===== config.mk =====
export PLATFORM = sky130hd
export DESIGN_NAME = gregorian_date_add_sub_days
export DESIGN_NICKNAME = d
export VERILOG_FILES = /design/src/sv/gdas_pkg.sv /design/src/sv/gregorian_date_add_sub_days.sv
export SDC_FILE = /design/constraint.sdc
export NUM_CORES = 1
export LEC_CHECK = 0
export BUFFER_PORTS_ARGS = -buffer_cell sky130_fd_sc_hd__buf_4
export CORE_MARGIN = 2
export CORE_UTILIZATION = 35
export DETAILED_ROUTE_END_ITERATION = 6
export GPL_ROUTABILITY_DRIVEN = 1
export PLACE_DENSITY_LB_ADDON = 0.2
export REMOVE_ABC_BUFFERS = 1
export SYNTH_ARGS = -nofsm -noshare
export SYNTH_HDL_FRONTEND = slang
export SYNTH_SLANG_ARGS = --single-unit

===== constraint.sdc =====
create_clock -name clock -period 8.15 [get_ports clock]
set_clock_uncertainty 0.2 [all_clocks]
set_input_delay 0 -clock clock [delete_from_list [all_inputs] [get_ports clock]]
set_output_delay 0 -clock clock [all_outputs]
set_load 0.005 [all_outputs]

===== src/sv/gdas_pkg.sv =====
package gdas_pkg;

   localparam int DAY_W          = 5;
   localparam int MONTH_W        = 4;
   localparam int YEAR_W         = 14;
   localparam int COUNT_PORT_W   = 16;
   localparam int STATUS_W       = 2;

   localparam int MIN_YEAR_DEF   = 1900;
   localparam int MAX_YEAR_DEF   = 9999;
   localparam int COUNT_BITS_DEF = 16;

   // year / 100 by reciprocal: q = (y * 5243) >> 19, exact for 14-bit years
   localparam int RECIP_100      = 5243;
   localparam int RECIP_W        = 13;
   localparam int RECIP_SHIFT    = 19;
   localparam int CENT_W         = 8;

   localparam logic [STATUS_W-1:0] ST_OK       = 2'd0;
   localparam logic [STATUS_W-1:0] ST_BAD_DATE = 2'd1;
   localparam logic [STATUS_W-1:0] ST_UNDER    = 2'd2;
   localparam logic [STATUS_W-1:0] ST_OVER     = 2'd3;

   localparam logic [MONTH_W-1:0] JANUARY  = 4'd1;
   localparam logic [MONTH_W-1:0] FEBRUARY = 4'd2;
   localparam logic [MONTH_W-1:0] APRIL    = 4'd4;
   localparam logic [MONTH_W-1:0] JUNE     = 4'd6;
   localparam logic [MONTH_W-1:0] SEPTEMBER = 4'd9;
   localparam logic [MONTH_W-1:0] NOVEMBER = 4'd11;
   localparam logic [MONTH_W-1:0] DECEMBER = 4'd12;

   localparam int PC_W = 4;
   typedef logic [PC_W-1:0] pc_type;

   // microprogram addresses
   localparam pc_type P_START = 4'd0;
   localparam pc_type P_CHECK = 4'd1;
   localparam pc_type P_DISP  = 4'd2;
   localparam pc_type P_ALOOP = 4'd3;
   localparam pc_type P_AEND  = 4'd4;
   localparam pc_type P_OK    = 4'd5;
   localparam pc_type P_SLOOP = 4'd6;
   localparam pc_type P_SEND  = 4'd7;
   localparam pc_type P_SFIN  = 4'd8;
   localparam pc_type P_BAD   = 4'd9;

   typedef enum logic [3:0] {
      OP_NOP,
      OP_ADDC,
      OP_ADV,
      OP_RET,
      OP_OUT_OK,
      OP_OUT_SUB,
      OP_OUT_BAD,
      OP_OUT_UNDER,
      OP_OUT_OVER
   } op_type;

   typedef enum logic [2:0] {
      C_NEVER,
      C_BAD,
      C_SUB,
      C_ADD_STOP,
      C_FIT,
      C_SUB_STOP,
      C_LT
   } cond_type;

   // cond true: jump to jmp, op skipped; else op runs and pc goes to nxt, unless an output op is held
   typedef struct packed {
      op_type   op;
      cond_type cond;
      pc_type   jmp;
      pc_type   nxt;
   } uword_type;

   function automatic uword_type ucode(input pc_type addr);
      uword_type w;
      w = '{op: OP_NOP, cond: C_NEVER, jmp: P_START, nxt: P_START};
      case (addr)
         P_START: w = '{op: OP_NOP,       cond: C_NEVER,    jmp: P_START, nxt: P_CHECK};
         P_CHECK: w = '{op: OP_NOP,       cond: C_BAD,      jmp: P_BAD,   nxt: P_DISP};
         P_DISP:  w = '{op: OP_ADDC,      cond: C_SUB,      jmp: P_SLOOP, nxt: P_ALOOP};
         P_ALOOP: w = '{op: OP_ADV,       cond: C_ADD_STOP, jmp: P_AEND,  nxt: P_ALOOP};
         P_AEND:  w = '{op: OP_OUT_OVER,  cond: C_FIT,      jmp: P_OK,    nxt: P_START};
         P_OK:    w = '{op: OP_OUT_OK,    cond: C_NEVER,    jmp: P_START, nxt: P_START};
         P_SLOOP: w = '{op: OP_RET,       cond: C_SUB_STOP, jmp: P_SEND,  nxt: P_SLOOP};
         P_SEND:  w = '{op: OP_OUT_UNDER, cond: C_LT,       jmp: P_SFIN,  nxt: P_START};
         P_SFIN:  w = '{op: OP_OUT_SUB,   cond: C_NEVER,    jmp: P_START, nxt: P_START};
         P_BAD:   w = '{op: OP_OUT_BAD,   cond: C_NEVER,    jmp: P_START, nxt: P_START};
         default: w = '{op: OP_NOP,       cond: C_NEVER,    jmp: P_START, nxt: P_START};
      endcase
      return w;
   endfunction

   function automatic logic [DAY_W-1:0] month_len(input logic [MONTH_W-1:0] m,
                                                  input logic leap);
      logic [DAY_W-1:0] len;
      len = 5'd31;
      case (m)
         FEBRUARY:  len = leap ? 5'd29 : 5'd28;
         APRIL:     len = 5'd30;
         JUNE:      len = 5'd30;
         SEPTEMBER: len = 5'd30;
         NOVEMBER:  len = 5'd30;
         default:   len = 5'd31;
      endcase
      return len;
   endfunction

endpackage


===== src/sv/gregorian_date_add_sub_days.sv =====
// flow: the program checks the date first and gives an invalid date a bad-date result;
// otherwise it walks the date over month boundaries one at a time until the result
// fits, saturates at the top year or falls under the first year
// throughput: one item at a time; the next item is accepted the cycle after the
// result is loaded into the output register, even while that result still waits
// reset: synchronous, active high; clears the sequencer and the output valid
module gregorian_date_add_sub_days #(
   parameter int MIN_YEAR   = gdas_pkg::MIN_YEAR_DEF,
   parameter int MAX_YEAR   = gdas_pkg::MAX_YEAR_DEF,
   parameter int COUNT_BITS = gdas_pkg::COUNT_BITS_DEF
) (
   input  logic                               clock,
   input  logic                               reset,
   input  logic                               req_valid,
   output logic                               req_ready,
   input  logic                               req_command,
   input  logic [gdas_pkg::DAY_W-1:0]         req_day,
   input  logic [gdas_pkg::MONTH_W-1:0]       req_month,
   input  logic [gdas_pkg::YEAR_W-1:0]        req_year,
   input  logic [gdas_pkg::COUNT_PORT_W-1:0]  req_count,
   output logic                               rsp_valid,
   input  logic                               rsp_ready,
   output logic [gdas_pkg::DAY_W-1:0]         rsp_res_day,
   output logic [gdas_pkg::MONTH_W-1:0]       rsp_res_month,
   output logic [gdas_pkg::YEAR_W-1:0]        rsp_res_year,
   output logic [gdas_pkg::STATUS_W-1:0]      rsp_status
);
   import gdas_pkg::*;

   // count bits actually used, and a day register wide enough for day + count
   localparam int CNT_W = (COUNT_BITS < COUNT_PORT_W) ? COUNT_BITS : COUNT_PORT_W;
   localparam int DW    = ((CNT_W > DAY_W) ? CNT_W : DAY_W) + 1;
   localparam logic [YEAR_W-1:0] MIN_Y = YEAR_W'(MIN_YEAR);
   localparam logic [YEAR_W-1:0] MAX_Y = YEAR_W'(MAX_YEAR);
   localparam int PROD_W = YEAR_W + RECIP_W;

   // control
   logic                busy_ff, busy_in;
   pc_type              pc_ff, pc_in;
   logic                rsp_valid_ff, rsp_valid_in;

   // datapath
   logic                cmd_ff, cmd_in;
   logic [DW-1:0]       d_ff, d_in;
   logic [MONTH_W-1:0]  m_ff, m_in;
   logic [YEAR_W-1:0]   y_ff, y_in;
   logic [CNT_W-1:0]    cnt_ff, cnt_in;
   logic [CENT_W-1:0]   q_ff, q_in;

   // output register
   logic [DAY_W-1:0]    res_day_ff, res_day_in;
   logic [MONTH_W-1:0]  res_month_ff, res_month_in;
   logic [YEAR_W-1:0]   res_year_ff, res_year_in;
   logic [STATUS_W-1:0] status_ff, status_in;

   uword_type           uw;
   logic [PROD_W-1:0]   prod;
   logic [YEAR_W:0]     cent_x100;
   logic                leap;
   logic [DAY_W-1:0]    mlen, mlen_prev;
   logic [MONTH_W-1:0]  m_prev;
   logic                fit, cnt_lt, bad, taken, is_out, out_free, hold;
   logic                at_dec_top, at_jan_bottom;
   logic [DW-1:0]       d_minus_cnt;

   assign req_ready     = !busy_ff;
   assign rsp_valid     = rsp_valid_ff;
   assign rsp_res_day   = res_day_ff;
   assign rsp_res_month = res_month_ff;
   assign rsp_res_year  = res_year_ff;
   assign rsp_status    = status_ff;

   always_comb begin
      // century number of the current year, registered below; valid in the
      // cycle after the year changes, which the program always allows for
      prod      = PROD_W'(y_ff) * PROD_W'(RECIP_100);
      q_in      = prod[RECIP_SHIFT +: CENT_W];
      cent_x100 = ((YEAR_W+1)'({q_ff, 6'b0}) + (YEAR_W+1)'({q_ff, 5'b0}))
                  + (YEAR_W+1)'({q_ff, 2'b0});
      // 400/100/4 rule
      if (cent_x100 == {1'b0, y_ff}) begin
         leap = (q_ff[1:0] == 2'b00);
      end else begin
         leap = (y_ff[1:0] == 2'b00);
      end

      mlen      = month_len(m_ff, leap);
      m_prev    = (m_ff == JANUARY) ? DECEMBER : m_ff - 4'd1;
      // a year wrap only ever lands on december, where leap does not matter
      mlen_prev = month_len(m_prev, leap);

      fit           = (d_ff <= DW'(mlen));
      cnt_lt        = (DW'(cnt_ff) < d_ff);
      at_dec_top    = (m_ff == DECEMBER) && (y_ff >= MAX_Y);
      at_jan_bottom = (m_ff == JANUARY) && (y_ff <= MIN_Y);
      bad           = (y_ff < MIN_Y) || (y_ff > MAX_Y) || (m_ff < JANUARY) ||
                      (m_ff > DECEMBER) || (d_ff == '0) || (d_ff > DW'(mlen));
      d_minus_cnt   = d_ff - DW'(cnt_ff);

      uw = ucode(pc_ff);
      case (uw.cond)
         C_NEVER:    taken = 1'b0;
         C_BAD:      taken = bad;
         C_SUB:      taken = cmd_ff;
         C_ADD_STOP: taken = fit || at_dec_top;
         C_FIT:      taken = fit;
         C_SUB_STOP: taken = cnt_lt || at_jan_bottom;
         C_LT:       taken = cnt_lt;
         default:    taken = 1'b0;
      endcase

      is_out   = (uw.op == OP_OUT_OK) || (uw.op == OP_OUT_SUB) || (uw.op == OP_OUT_BAD) ||
                 (uw.op == OP_OUT_UNDER) || (uw.op == OP_OUT_OVER);
      out_free = !rsp_valid_ff || rsp_ready;
      // a finished result waits here while the output register is still full
      hold     = busy_ff && is_out && !taken && !out_free;

      busy_in      = busy_ff;
      pc_in        = pc_ff;
      rsp_valid_in = rsp_valid_ff && !rsp_ready;
      cmd_in       = cmd_ff;
      d_in         = d_ff;
      m_in         = m_ff;
      y_in         = y_ff;
      cnt_in       = cnt_ff;
      res_day_in   = res_day_ff;
      res_month_in = res_month_ff;
      res_year_in  = res_year_ff;
      status_in    = status_ff;

      if (busy_ff) begin
         if (taken) begin
            pc_in = uw.jmp;
         end else if (!hold) begin
            pc_in = uw.nxt;
            case (uw.op)
               OP_NOP: begin
               end
               OP_ADDC: begin
                  d_in = d_ff + DW'(cnt_ff);
               end
               OP_ADV: begin
                  // step forward over the whole current month
                  d_in = d_ff - DW'(mlen);
                  if (m_ff == DECEMBER) begin
                     m_in = JANUARY;
                     y_in = y_ff + 14'd1;
                  end else begin
                     m_in = m_ff + 4'd1;
                  end
               end
               OP_RET: begin
                  // step back to the last day of the previous month
                  cnt_in = cnt_ff - CNT_W'(d_ff);
                  m_in   = m_prev;
                  if (m_ff == JANUARY) begin
                     y_in = y_ff - 14'd1;
                  end
                  d_in = DW'(mlen_prev);
               end
               OP_OUT_OK: begin
                  res_day_in   = d_ff[DAY_W-1:0];
                  res_month_in = m_ff;
                  res_year_in  = y_ff;
                  status_in    = ST_OK;
               end
               OP_OUT_SUB: begin
                  res_day_in   = d_minus_cnt[DAY_W-1:0];
                  res_month_in = m_ff;
                  res_year_in  = y_ff;
                  status_in    = ST_OK;
               end
               OP_OUT_BAD: begin
                  res_day_in   = 5'd1;
                  res_month_in = JANUARY;
                  res_year_in  = MIN_Y;
                  status_in    = ST_BAD_DATE;
               end
               OP_OUT_UNDER: begin
                  res_day_in   = 5'd1;
                  res_month_in = JANUARY;
                  res_year_in  = MIN_Y;
                  status_in    = ST_UNDER;
               end
               OP_OUT_OVER: begin
                  res_day_in   = 5'd31;
                  res_month_in = DECEMBER;
                  res_year_in  = MAX_Y;
                  status_in    = ST_OVER;
               end
               default: begin
               end
            endcase
            if (is_out) begin
               rsp_valid_in = 1'b1;
               busy_in      = 1'b0;
            end
         end
      end else if (req_valid) begin
         // load the item and start the program
         busy_in = 1'b1;
         pc_in   = P_START;
         cmd_in  = req_command;
         d_in    = DW'(req_day);
         m_in    = req_month;
         y_in    = req_year;
         cnt_in  = req_count[CNT_W-1:0];
      end
   end

   // sequencer and handshake state
   always_ff @(posedge clock) begin
      if (reset) begin
         busy_ff      <= 1'b0;
         pc_ff        <= P_START;
         rsp_valid_ff <= 1'b0;
      end else begin
         busy_ff      <= busy_in;
         pc_ff        <= pc_in;
         rsp_valid_ff <= rsp_valid_in;
      end
   end

   // datapath and output payload
   always_ff @(posedge clock) begin
      cmd_ff       <= cmd_in;
      d_ff         <= d_in;
      m_ff         <= m_in;
      y_ff         <= y_in;
      cnt_ff       <= cnt_in;
      q_ff         <= q_in;
      res_day_ff   <= res_day_in;
      res_month_ff <= res_month_in;
      res_year_ff  <= res_year_in;
      status_ff    <= status_in;
   end

   // an accepted item always starts the program at its first step
   a_start: assert property (@(posedge clock) disable iff (reset)
      (req_valid && req_ready) |=> (busy_ff && pc_ff == P_START))
      else $error("accepted item did not start the sequencer");

   // a new result only appears when the sequencer was running
   a_rsp_src: assert property (@(posedge clock) disable iff (reset)
      $rose(rsp_valid_ff) |-> $past(busy_ff))
      else $error("result appeared without a running item");

   // the backward walk always keeps a day within one month
   a_sub_day: assert property (@(posedge clock) disable iff (reset)
      (busy_ff && (pc_ff == P_SLOOP || pc_ff == P_SEND || pc_ff == P_SFIN))
      |-> (d_ff <= DW'(31)))
      else $error("day out of range in backward walk");

   // a saturated result is the last day of the top year
   a_over: assert property (@(posedge clock) disable iff (reset)
      (rsp_valid_ff && status_ff == ST_OVER)
      |-> (res_day_ff == 5'd31 && res_month_ff == DECEMBER && res_year_ff == MAX_Y))
      else $error("overflow result not saturated");

   // a good result carries a real month and a nonzero day
   a_ok_month: assert property (@(posedge clock) disable iff (reset)
      (rsp_valid_ff && status_ff == ST_OK)
      |-> (res_month_ff >= JANUARY && res_month_ff <= DECEMBER && res_day_ff != '0))
      else $error("ok result with bad month or day");

endmodule

* Word level (Yosys, flattened, before mapping) *
Memory sizes are Yosys's and may differ from the RTL's. A register that Yosys moved wholly into a read port is not among the register bits.
Cells that the tools add are included.

storage, ports and cells
  bits in registers = 91
  memory bits (read-only) = 224
  bits of input ports = 44
  output and inout port bits = 27
  logic and storage cells = 163
  memories kept = 1

memories
  memory            words  bits a word  rd ports  clocked after Yosys merged registers in  write ports  line            text
  (name not given)  16     14           1         1                                        0            gdas_pkg.sv:80  case (addr)

operators by class
  add/sub/neg operators = 10
  multiply operators = 1
  $lt $le $gt $ge = 9
  equality and inequality tests = 35
  muxes and demuxes = 48
  bitwise logic cells = 3
  reduce and logical (&&, ||, !) cells = 43

operators by type and width
  cell                    number
  $mux 14                 6
  $mux 16                 5
  $mux 17                 4
  $pmux 17 s3             1
  $mux 4                  12
  $pmux 14 s3             1
  $eq 4x3->1 const B      8
  $pmux 14 s2             1
  $mul 14x13->27 const B  1
  $eq 4x4->1 const B      6
  $reduce_and 4->1        6
  $pmux 5 s4              1
  $add 17x16->17          1
  $gt 17x5->1             1
  $le 17x5->1             1
  $logic_not 17->1        1
  $lt 16x17->1            1
  $sub 17x5->17           1
  $eq 4x2->1 const B      4
  $sub 16x16->16          1
  $add 14x13->15          1
  $add 15x10->15          1
  $eq 15x14->1            1
  $add 14x1->14 const B   1
  other kinds (37)        82

* Depth between registers and ports, before layout *
Gate-level depths: netlist of run 1.

  depth after elaboration = 17
  gate-level depth with buffers = 27
  mapped depth without buffers = 26

* Least setup slack after synthesis of run 1 *
No wires, ideal clock.

  path type = reg-to-reg
  from = register q_ff[4]
  to = register d_ff[0] (enable)
  arrival = 4.998 ns
  data required time = 7.553 ns
  path slack = 2.555 ns
  stages on the path, launching flop included = 24
  path buffers = 0
  period minus slack after synthesis = 5.595 ns
  cells stage by stage = dfxtp_1 > inv_1 > fa_1 > inv_1 > ha_1 > inv_1 > fa_1 > xnor2_1 > nor3_1 > nand4_1 > nor4_1 > o211ai_1 > o21a_1 > o21ai_0 > a21oi_1 > ha_1 > nor2b_1 > o2111a_1 > a2111o_1 > o211ai_1 > o31a_4 > nor2_1 > a21oi_1 > a21oi_1

on the way
  cells in the longest elaborated chain, start to end = 14
  elaborated cells on any way between the ends = 17

ends and longest elaborated chain
  what                                        line                                                                   text
  start, declared                             gregorian_date_add_sub_days.sv:48                                      logic [CENT_W-1:0] q_ff, q_in;
  start signal, assigned                      gregorian_date_add_sub_days.sv:231                                     q_ff <= q_in;
  $add 14x13->15                              gregorian_date_add_sub_days.sv:78                                      cent_x100 = ((YEAR_W+1)'({q_ff, 6'b0}) + (YEAR_W+1)'({q_ff, 5'b0}))
  $add 15x10->15 (*)                          gregorian_date_add_sub_days.sv:79                                      + (YEAR_W+1)'({q_ff, 2'b0});
  $eq 15x14->1 (*)                            gregorian_date_add_sub_days.sv:81                                      if (cent_x100 == {1'b0, y_ff}) begin
  $mux 1 (*)                                  gregorian_date_add_sub_days.sv:81
  $mux 1 (*)                                  gdas_pkg.sv:101                                                        FEBRUARY: len = leap ? 5'd29 : 5'd28;
  $pmux 2 s2 (*)                              gdas_pkg.sv:100                                                        case (m)
  $le 17x5->1 or $gt 17x5->1 (tied branches)  gregorian_date_add_sub_days.sv:92, gregorian_date_add_sub_days.sv:97
  $logic_or 1x1->1, on equally long branches  gregorian_date_add_sub_days.sv:105, gregorian_date_add_sub_days.sv:97
  $pmux 1 s6 (*)                              gregorian_date_add_sub_days.sv:101                                     case (uw.cond)
  $logic_not 1->1                             gregorian_date_add_sub_days.sv:116                                     hold = busy_ff && is_out && !taken && !out_free;
  $logic_and 1x1->1 (2 in series)             gregorian_date_add_sub_days.sv:116
  $ne 2x2->1 (no line)                        n/a
  $reduce_and 4->1 (no line) (*)              n/a
  end signal, assigned                        gregorian_date_add_sub_days.sv:227                                     d_ff <= d_in;
  end, declared                               gregorian_date_add_sub_days.sv:44                                      logic [DW-1:0] d_ff, d_in;

Every way passes the cells marked *; elsewhere a longest branch is shown, timed or not.
A chain may end at the register's enable or synchronous reset.

* Worst setup path after layout of run 1 *
  from = register q_ff[4]
  to = register res_year_ff[10] (netlist: rsp_res_year[10]) (enable)

on the way
  cells in the longest elaborated chain, start to end = 14
  elaborated cells on any way between the ends = 17

ends and longest elaborated chain
  what                                        line                                                                   text
  $add 14x13->15                              gregorian_date_add_sub_days.sv:78
  $add 15x10->15 (*)                          gregorian_date_add_sub_days.sv:79
  $eq 15x14->1 (*)                            gregorian_date_add_sub_days.sv:81
  $mux 1 (*)                                  gregorian_date_add_sub_days.sv:81
  $mux 1 (*)                                  gdas_pkg.sv:101
  $pmux 2 s2 (*)                              gdas_pkg.sv:100
  $le 17x5->1 or $gt 17x5->1 (tied branches)  gregorian_date_add_sub_days.sv:92, gregorian_date_add_sub_days.sv:97
  $logic_or 1x1->1, on equally long branches  gregorian_date_add_sub_days.sv:105, gregorian_date_add_sub_days.sv:97
  $pmux 1 s6 (*)                              gregorian_date_add_sub_days.sv:101
  $logic_not 1->1                             gregorian_date_add_sub_days.sv:116
  $logic_and 1x1->1 (2 in series)             gregorian_date_add_sub_days.sv:116
  $not 1->1 (no line)                         n/a
  $reduce_and 4->1 (no line) (*)              n/a
  end signal, assigned                        gregorian_date_add_sub_days.sv:234                                     res_year_ff <= res_year_in;
  end, declared                               gregorian_date_add_sub_days.sv:53                                      logic [YEAR_W-1:0] res_year_ff, res_year_in;

Marked as above.

==> results.json, run 1 <==
{
  "status": "finished clean",
  "setup_violations": 0,
  "cts.sinks": 105,
  "clk_pin_slew_ns": 0.08,
  "first_iter_violations": 530,
  "ant_nets": 0,
  "rr_worst_depth": 23,
  "cp_common_cell": "inv_1",
  "synth-edff-count": 77,
  "fin_ws_ns": 2.10,
  "drt-vias-per-instance": 5.03,
  "layout_min_cycle_time_ns": 6.05,
  "cp_cell_sequence": "inv_1 > fa_1 > inv_1 > ha_1 > inv_1 > fa_1 > xnor2_1 > nor3_1 > nand4_1 > nor4_1 > o211ai_1 > o21a_1 > o21ai_0 > a21oi_1 > ha_1 > nor2b_1 > o2111a_1 > a2111o_1 > o211ai_1 > o31a_4 > nor2_1 > o21ai_0 > nor2_2",
  "detail_route.drc_violations": 0,
  "antenna_found_initial": 0,
  "n_fill_cell": 3218,
  "io_buffer_count": 70,
  "power_frac_seq": 0.200,
  "grt_pass1_vias": 8699,
  "dp_slack_ns": 2.07,
  "h-tree-depth": 3,
  "grt_first_pass_wirelength_mm": 47.8,
  "hold_end": "cmd_ff",
  "intPower_w": 0.00215,
  "criticalPathCategory": "flip-flop to flip-flop",
  "worstPathArrival_ns": 5.84,
  "synth_warnings": 0,
  "cap_violations": 0,
  "die_w_um": 184,
  "power.clock.fraction": 0.109,
  "crit-reg2reg-capture": "rsp_res_year[10]",
  "setup_tns_ns": 0,
  "grt_usage": 0.181,
  "syn_inst": 1200,
  "syn_area_sq_um": 11400,
  "drtPass1Iterations": 5,
  "antenna_cells": 0,
  "reg2reg_setup_slack_ns": 2.10,
  "critPathMaxFanout": 18,
  "num_rows": 66,
  "slowest_stage": "nor2_2",
  "overflow": 0,
  "period_share": 0.742,
  "max_clock_freq_ghz": 0.165,
  "worst_pin_slew_ns": 1.08,
  "ys_seq_area_frac": 0.253,
  "p_leak_nw": 5.94,
  "hp-class": "input port to flip-flop",
  "slew_headroom": 0.259,
  "layout_commonest_cell": "inv_1",
  "layout_common_cells": "inv_1 (186), ha_1 (182), nor2_1 (81), edfxtp_1 (77), buf_4 (75)",
  "cts_setup_buffers": 0,
  "avgSynthCellArea_sq_um": 9.48,
  "p_sw_w": 0.00187,
  "cp_slowest_stage_delay_ns": 0.81,
  "routed_wl_mm": 30.0,
  "critPathBufInv": 3,
  "synthArstFlopShare": 0,
  "vias": 8759,
  "p_per_area_nw_per_um2": 308,
  "ys_ff_latch": 105,
  "area_growth_pct": 14.8,
  "grt_start_max_net_pins": 55,
  "die_h_um": 184,
  "multi_input_area_sq_um": 7630,
  "rr_startpoint": "q_ff[4]",
  "cts_tree": "done",
  "dpl.hpwl_mm": 24.1,
  "pin_count": 71,
  "holdWs_ns": 0.169,
  "root_buffer": "clkbuf_16",
  "nets": 1593,
  "min_from": "req_command",
  "holdPathStages": 2,
  "place.gp.congestion": 0.848,
  "hold_violations": 0,
  "cts.path.max_buffers": 2,
  "critical-path-top-delay-family": "compound AO/OA/AOI/OAI gates",
  "clock_latency_ns": 0.37,
  "layout-drive-gt1-share": 0.0993,
  "rsz0062_at_grt": "false",
  "coreArea_sq_um": 32300,
  "avgRoutedWirePerCell_um": 17.2,
  "synthFlopType": "edfxtp_1",
  "ff_latch_area_sq_um": 2870,
  "synth_cell_types": 80,
  "power_frac_comb": 0.691,
  "ir_drop_mv": 0.171,
  "end_kind": "flip-flop",
  "startpoint_type": "flip-flop",
  "swShare": 0.465,
  "cts_buffers": 9,
  "finalMaxSlewViolations": 0,
  "initial_core_util": 0.352,
  "worstPathRequired_ns": 7.94,
  "dieArea_sq_um": 33900
}
## power groups by stage
stage                     Clock (W)  Combinational, W  Sequential, W
final                      0.000439           0.00278       0.000805
after global routing       0.000465           0.00327       0.000818
after CTS                  0.000452           0.00283       0.000806
after detailed placement          0           0.00279       0.000817
after global placement            0           0.00277       0.000816
after floorplan                   0           0.00215       0.000777
## cell usage after synthesis, drive strengths merged, types with 8 or more instances
cell type	n	area, sq um
a21o	17	135
a21oi	65	329
a31oi	19	119
and3	11	68.8
buf	9	57.6
clkbuf	26	98.8
dfxtp	28	561
edfxtp	77	2310
fa	73	1460
ha	182	2280
inv	186	698
mux2	18	206
nand2	65	246
nand2b	12	75.1
nand3	20	100
nor2	82	308
nor2b	11	68.8
nor3	32	165
o211ai	13	97.6
o21a	9	67.6
o21ai	49	249
o21bai	9	67.6
o22ai	13	81.3
o31ai	8	60.1
or3	8	50.1
xnor2	58	508
xor2	18	158
## metal layers
metal / part of all wire / global-route usage / up-vias
met5: 0 / 0 / -
met2: 0.46 / 0.291 / 181
met1: 0.50 / 0.265 / 4232
met3: 0.038 / 0.0215 / 10
met4: 0.0068 / 0.0262 / 0
li1: - / - / 4336
## layout make-up
class,instances,area share
Clock buffer,9,0.0173
Clock inverter,7,0.00393
Inverter,188,0.0550
Tap cell,442,0.0424
Multi-Input combinational cell,872,0.585
Sequential cell,105,0.220
Timing Repair Buffer,118,0.0761
## worst register-to-register path: cells and delay by family (launching register included)
family,cells,cell delay (ns)
compound gates,9,1.70
xor+xnor,1,0.14
fa+ha+maj,4,1.37
buf+inv,3,0.19
flops,1,0.38
simple gates,6,1.69
## worst max path at each step
| stage | start | to | cells past startpoint |
|---|---|---|---|
| 6_report | q_ff[4] | rsp_res_year[10] | 23 |
| 3_3_place_gp | q_ff[4] | rsp_res_year[10] | 23 |
| 4_1_cts | q_ff[4] | rsp_res_year[10] | 23 |
| 2_1_floorplan | q_ff[4] | d_ff[0] | 23 |
| 5_1_grt | q_ff[4] | rsp_res_year[10] | 23 |
| 3_5_place_dp | q_ff[4] | rsp_res_year[10] | 23 |
## stage by stage
stage | area, sq um | total power [W] | utilization | instances
final | 13000 | 0.00402 | 0.404 | 1741
after global routing | 13000 | 0.00456 | 0.404 | 1741
after CTS | 13000 | 0.00409 | 0.404 | 1741
after detailed placement | 12300 | 0.00361 | 0.382 | 1682
after global placement | 12300 | 0.00359 | 0.382 | 1682
after floorplan | 11200 | 0.00293 | - | 1165
## state kept, by name, indices dropped and copies added (netlist names)
signal	cells
cnt_ff	16
rsp_status	2
pc_ff	4
uw	14
m_ff	4
d_ff	17
rsp_valid	1
rsp_res_day	5
rsp_res_month	4
busy_ff	1
y_ff	14
rsp_res_year	14
cmd_ff	1
q_ff	8
## repair_timing
action | CTS | global route
resized for setup | 0 | 0
endpoints found under the hold margin | 62 | 0
hold buffers | 43 | 0
## cells by family after synthesis
logic type | share of synthesized area
fa+ha+maj | 0.329
simple gates | 0.114
mux | 0.0208
flops | 0.253
buf+inv | 0.0769
compound gates | 0.148
xor+xnor | 0.0585
Power figures use the tool's default switching activity.
==> run 2, diff against run 1 <==
--- a/config.mk
+++ b/config.mk
@@ -5,6 +5,7 @@
 export SDC_FILE = /design/constraint.sdc
 export NUM_CORES = 1
 export LEC_CHECK = 0
+export ABC_AREA = 1
 export BUFFER_PORTS_ARGS = -buffer_cell sky130_fd_sc_hd__buf_4
 export CORE_MARGIN = 2
 export CORE_UTILIZATION = 35
==> constraint.sdc (replaced) <==
create_clock -name clock -period 5.3 [get_ports clock]
set_clock_uncertainty 0.2 [all_clocks]
set_input_delay 0 -clock clock [delete_from_list [all_inputs] [get_ports clock]]
set_output_delay 0 -clock clock [all_outputs]
set_load 0.005 [all_outputs]
==> run 2 against run 1 <==
Global-route usage grew 1.1 points. Core utilization rose by 2.0 points. Design area grew 6.3%. Via count rose by 13%. Non-clock buffer count up 42. Register-to-register slack worse by 1.8 ns. Critical endpoint is now q_ff[5].
==> results.json, run 2 <==
{
  "top_register": "d_ff",
  "routed_wl_mm": 33.1,
  "syn_inst": 1432,
  "final_area_sq_um": 13900,
  "setup_tns_ns": 0,
  "antenna_cells": 0,
  "finalMaxSlewViolations": 0,
  "grt-busiest-layer": "met2",
  "layout-drive-gt1-share": 0.124,
  "coreArea_sq_um": 32700,
  "period_share": 0.935,
  "clock_latency_ns": 0.38,
  "drt-vias-per-instance": 4.85,
  "intPower_w": 0.00325,
  "cts.path.max_buffers": 2,
  "avgSynthCellArea_sq_um": 8.15,
  "setup_violations": 0,
  "worst_pin_slew_ns": 0.920,
  "critPathBufInv": 7,
  "layout_common_cells": "inv_1 (252), nand2_1 (249), ha_1 (181), nor2_1 (130), buf_4 (111)",
  "criticalPathCategory": "flip-flop to flip-flop",
  "power_frac_comb": 0.722,
  "p_leak_nw": 6.75,
  "largest_reg_flops": 17,
  "detail_route.drc_violations": 0,
  "groute.layer.met3.usage": 0.0220,
  "utilization": 0.424,
  "status": "finished clean",
  "synth_commonest_cells": "inv_1 (255), nand2_1 (252), ha_1 (182)",
  "synth.area.top_cells": "edfxtp_1 (20%), ha_1 (20%), fa_1 (13%), inv_1 (8.2%), nand2_1 (8.1%)",
  "grt_first_pass_wirelength_mm": 52.9,
  "slowest_stage": "fa_1",
  "die_w_um": 187,
  "grt_pass1_vias": 9809,
  "synthFlopType": "edfxtp_1",
  "h-tree-depth": 3,
  "met1_usage": 0.265,
  "synth.top_cell.area_share": 0.198,
  "yosysMostFrequentCell": "inv_1",
  "root_buffer": "clkbuf_16",
  "worstPathRequired_ns": 5.36,
  "syn_area_sq_um": 11700,
  "cts_tree": "done",
  "ys_seq_area_frac": 0.246,
  "worstPathArrival_ns": 5.02,
  "critPathMaxFanout": 5,
  "synthArstFlopShare": 0,
  "initial_core_util": 0.357,
  "holdWs_ns": 0.154,
  "overflow": 0,
  "antenna_found_initial": 0,
  "startpoint_type": "flip-flop",
  "dieArea_sq_um": 34800,
  "io_buffer_count": 70,
  "place.gp.congestion": 0.865,
  "clk_pin_slew_ns": 0.08,
  "synth-edff-count": 77,
  "rr_startpoint": "y_ff[2]",
  "cts.sinks": 105,
  "cp_cell_sequence": "clkinvlp_4 > fa_1 > inv_1 > ha_1 > inv_1 > fa_1 > inv_1 > ha_1 > inv_1 > fa_1 > inv_1 > ha_1 > a21oi_2 > inv_1 > a21oi_1 > nor2_1 > o211ai_1 > o221ai_2 > a21oi_1 > xor2_1",
  "layout_min_cycle_time_ns": 4.96,
  "area_growth_pct": 18.8,
  "ir_drop_mv": 0.421,
  "startpoint": "y_ff[2]",
  "avgRoutedWirePerCell_um": 16.3,
  "place_area_sq_um": 13000,
  "cp_slowest_stage_delay_ns": 0.53,
  "synth_cell_types": 50,
  "cp_common_cell": "inv_1",
  "synth_top_area_cell": "edfxtp_1",
  "critical-path-top-delay-family": "adder cells",
  "hold_violations": 0,
  "grt_usage": 0.192,
  "end_kind": "flip-flop",
  "slew_headroom": 0.382,
  "synth_warnings": 0,
  "max_clock_freq_ghz": 0.202,
  "p_per_area_nw_per_um2": 471,
  "layout_commonest_cell": "inv_1",
  "cts_buffers": 9,
  "die_h_um": 187,
  "hp-class": "input port to flip-flop",
  "nets": 1884,
  "power_frac_seq": 0.172,
  "ys_ff_latch": 105,
  "ant_nets": 0,
  "p_sw_w": 0.00328,
  "dpl.hpwl_mm": 27.2,
  "first_iter_violations": 490,
  "min_from": "req_command",
  "drtPass1Iterations": 5,
  "power.clock.fraction": 0.107,
  "use_met2": 0.319,
  "swShare": 0.502,
  "vias": 9858,
  "grt_start_max_net_pins": 38,
  "cap_violations": 0,
  "reg_top3": "d_ff: 17 flops, cnt_ff: 16 flops",
  "pin_count": 71,
  "num_rows": 66
}
-- run 2: changes by cell type after synthesis, sizes merged, moves of 12 or more --
cell,previous run,this run
a21o,17,4
a21oi,65,92
clkbuf,26,7
inv,186,261
mux2,18,0
nand2,65,265
nand2b,12,0
nand3,20,52
nor2,82,139
nor3,32,12
o21ai,49,89
xnor2,58,11
xor2,18,39
-- run 2: cell type report --
class | count | area, sq um
clock buffer | 9 | 225
clock inverter | 7 | 60.1
fill | 3329 | 18800
inverter | 262 | 990
multi-input combinational | 1047 | 7780
sequential | 105 | 2880
tap | 442 | 553
timing repair buffer | 160 | 1380
-- run 2: final timing paths --
| kind | end | slack, ns | cells after the start |
|---|---|---|---|
| worst min register to register | pc_ff[3] | 0.34 | 2 |
| worst max-delay path | q_ff[5] | 0.34 | 20 |
| worst min-delay path | cmd_ff | 0.15 | 2 |
| worst max register to register | q_ff[5] | 0.34 | 20 |
-- run 2: power groups by stage --
| stage | Clock, W | Sequential, W | Combinational [W] |
|---|---|---|---|
| 5_1_grt | 0.000748 | 0.00114 | 0.00543 |
| 3_5_place_dp | 0 | 0.00114 | 0.00463 |
| 4_1_cts | 0.000717 | 0.00112 | 0.00470 |
| 2_1_floorplan | 0 | 0.00112 | 0.00347 |
| 6_report | 0.000697 | 0.00112 | 0.00472 |
| 3_3_place_gp | 0 | 0.00114 | 0.00465 |
-- run 2: timing repair --
item / in CTS / in global routing
setup buffers: 0 / 9
hold buffers: 43 / 0
resized for setup: 0 / 24
hold endpoints to repair: 62 / 0
setup endpoints to repair: 0 / 96
-- run 2: per-layer routing --
metal	vias up	routed length [um]
met5	-	0
met4	0	454
met3	25	1200
met2	189	15500
met1	4652	15900
li1	4992	-
-- run 2: cells by family (layout without fill, tap and decap cells) --
family,count (synthesis),in the layout,share of synthesized area
AOI/OAI and AO/OA,244,244,0.121
xor gates and xnor gates,50,50,0.0375
adders and majority gates,255,255,0.320
buffers and inverters,280,438,0.0919
and+or+nand+nor,498,498,0.183
DFF,105,105,0.246
-- run 2: worst reg2reg max path: stages (launching register included) --
cell and delay (ns):
edfxtp_1 0.41, clkinvlp_4 0.23, fa_1 0.50, inv_1 0.07, ha_1 0.14, inv_1 0.06
fa_1 0.52, inv_1 0.04, ha_1 0.27, inv_1 0.05, fa_1 0.53, inv_1 0.04
ha_1 0.31, a21oi_2 0.18, inv_1 0.05, a21oi_1 0.20, nor2_1 0.07, o211ai_1 0.30
o221ai_2 0.19, a21oi_1 0.19, xor2_1 0.28
-- run 2: stage by stage --
step	setup WS [ns]	instances	power (W)
after floorplan	-0.314	1414	0.00459
after global placement	0.187	1963	0.00578
after detailed placement	0.0338	1963	0.00577
after CTS	0.0126	2022	0.00654
after global routing	-0.0170	2032	0.00732
final	0.342	2032	0.00653
==> run 3, diff against run 2 <==
--- a/config.mk
+++ b/config.mk
@@ -12,7 +12,6 @@
 export DETAILED_ROUTE_END_ITERATION = 6
 export GPL_ROUTABILITY_DRIVEN = 1
 export PLACE_DENSITY_LB_ADDON = 0.2
-export REMOVE_ABC_BUFFERS = 1
 export SYNTH_ARGS = -nofsm -noshare
 export SYNTH_HDL_FRONTEND = slang
 export SYNTH_SLANG_ARGS = --single-unit
==> constraint.sdc (replaced) <==
create_clock -name clock -period 6.3 [get_ports clock]
set_clock_uncertainty 0.2 [all_clocks]
set_input_delay 0 -clock clock [delete_from_list [all_inputs] [get_ports clock]]
set_output_delay 0 -clock clock [all_outputs]
set_load 0.005 [all_outputs]
==> run 3 against run 2 <==
Design area down 2.8%. Sequential power down 14%. Combinational power down 17%. Routed wire length down 0.83%. Fmax down 7.2%. Worst setup slack better by 0.61 ns. Largest cell class unchanged.
==> results.json, run 3 (synthesis gave the netlist of run 2 again) <==
{
  "status": "finished clean",
  "vias": 9850,
  "drtPass1Iterations": 5,
  "grt-busiest-layer": "met2",
  "period_share": 0.848,
  "p_leak_nw": 6.56,
  "avgRoutedWirePerCell_um": 16.4,
  "cp_slowest_stage_delay_ns": 0.46,
  "layout_min_cycle_time_ns": 5.34,
  "routed_wl_mm": 32.8,
  "cts_resized": 0,
  "h-tree-depth": 3,
  "antenna_cells": 0,
  "cts.sinks": 105,
  "grt_first_pass_wirelength_mm": 53.1,
  "die_w_um": 187,
  "grt_pass1_vias": 9964,
  "cts_buffers": 9,
  "rsz0062_at_grt": "false",
  "hold_violations": 0,
  "coreArea_sq_um": 32700,
  "num_rows": 66,
  "critPathMaxFanout": 6,
  "met1_usage": 0.266,
  "multi_input_area_sq_um": 7730,
  "reg_top3": "d_ff: 17 flops, cnt_ff: 16 flops",
  "cts.path.max_buffers": 2,
  "largest_reg_flops": 17,
  "finalMaxSlewViolations": 0,
  "first_iter_violations": 610,
  "clk_pin_slew_ns": 0.08,
  "io_buffer_count": 70,
  "overflow": 0,
  "root_buffer": "clkbuf_16",
  "hp-class": "input port to flip-flop",
  "clock_latency_ns": 0.37,
  "die_h_um": 187,
  "setup_tns_ns": 0,
  "worst_pin_slew_ns": 0.986,
  "ant_nets": 0,
  "cts_tree": "done",
  "cap_violations": 0,
  "grt_usage": 0.192,
  "setup_violations": 0,
  "top_register": "d_ff",
  "ir_drop_mv": 0.279,
  "worstPathArrival_ns": 5.17,
  "layout-drive-gt1-share": 0.0913,
  "antenna_found_initial": 0,
  "area_growth_pct": 15.5,
  "pin_count": 71,
  "dpl.hpwl_mm": 27.0,
  "n_fill_cell": 3363,
  "critical-path-top-delay-family": "simple AND/OR/NAND/NOR gates",
  "slowest_stage": "fa_1",
  "grt_start_max_net_pins": 43,
  "layout_commonest_cell": "inv_1",
  "dieArea_sq_um": 34800,
  "nets": 1849,
  "initial_core_util": 0.357,
  "synth_fp_nets": 1731,
  "critPathBufInv": 6,
  "use_met2": 0.320,
  "worstPathRequired_ns": 6.12,
  "criticalPathCategory": "flip-flop to flip-flop",
  "drt-vias-per-instance": 4.93,
  "groute.layer.met3.usage": 0.0243,
  "ff_latch_area_sq_um": 2870,
  "max_clock_freq_ghz": 0.187,
  "finalPower_w": 0.00548,
  "end_kind": "flip-flop",
  "place.gp.congestion": 0.876,
  "slew_headroom": 0.337,
  "layout_common_cells": "inv_1 (255), nand2_1 (252), ha_1 (182), nor2_1 (133)",
  "p_per_area_nw_per_um2": 407,
  "detail_route.drc_violations": 0,
  "startpoint_type": "flip-flop"
}
run 3: changes by cell type in the layout (fill, tap and decap cells not counted), sizes merged:
| cell | delta |
|---|---|
| clkinvlp | -2 |
| clkbuf | -1 |
| clkinv | +2 |
| buf | -34 |
run 3: timing repair:
item / 4_1_cts / 5_1_grt
hold endpoints to repair: 60 / 0
hold buffers: 43 / 0
setup buffers: 0 / 0
run 3: routing by layer:
| layer | share of wire | wire length (um) | up-vias |
|---|---|---|---|
| li1 | - | - | 4931 |
| met3 | 0.037 | 1220 | 20 |
| met4 | 0.011 | 358 | 0 |
| met1 | 0.49 | 16000 | 4678 |
| met2 | 0.46 | 15200 | 221 |
| met5 | 0 | 0 | - |
run 3: layout make-up:
class                      count  share of cell area
timing repair buffer         125              0.0776
inverter                     262              0.0730
clock buffer                   9              0.0167
sequential                   105               0.213
clock inverter                 7             0.00511
tap                          442              0.0410
multi-input combinational   1047               0.573
run 3: power by group:
group          internal, W  total [W]  switching (W)
clock             0.000280   0.000593       0.000313
sequential        0.000848   0.000962       0.000114
combinational      0.00154    0.00393        0.00238
total              0.00267    0.00548        0.00281
run 3: worst reg2reg max path: cells and delay by family, from the launching register on:
family / cells / cell delay [ns]
adders and majority gates: 4 / 1.23
buffers and inverters: 6 / 0.45
xor gates and xnor gates: 1 / 0.14
and+or+nand+nor: 15 / 1.89
DFF: 1 / 0.40
AOI/OAI and AO/OA: 5 / 0.67
run 3: final timing paths:
path	slack, ns	startpoint	end	cells past startpoint
worst min register to register	0.34	pc_ff[3]	pc_ff[3]	2
worst min-delay path	0.15	req_command	cmd_ff	2
worst max register to register	0.96	q_ff[4]	rsp_res_day[4]	31
worst max-delay path	0.96	q_ff[4]	rsp_res_day[4]	31
run 3: metrics by stage:
step           hold WS, ns  setup WS (ns)  cells  utilization  cell area, sq um
3_3_place_gp       -0.0186           1.00   1938        0.390             12800
3_5_place_dp       -0.0148          0.928   1938        0.390             12800
4_1_cts              0.141          0.905   1997        0.412             13500
2_1_floorplan       -0.131          0.719   1432            -             11700
5_1_grt              0.174          0.346   1997        0.412             13500
6_report             0.152          0.956   1997        0.412             13500
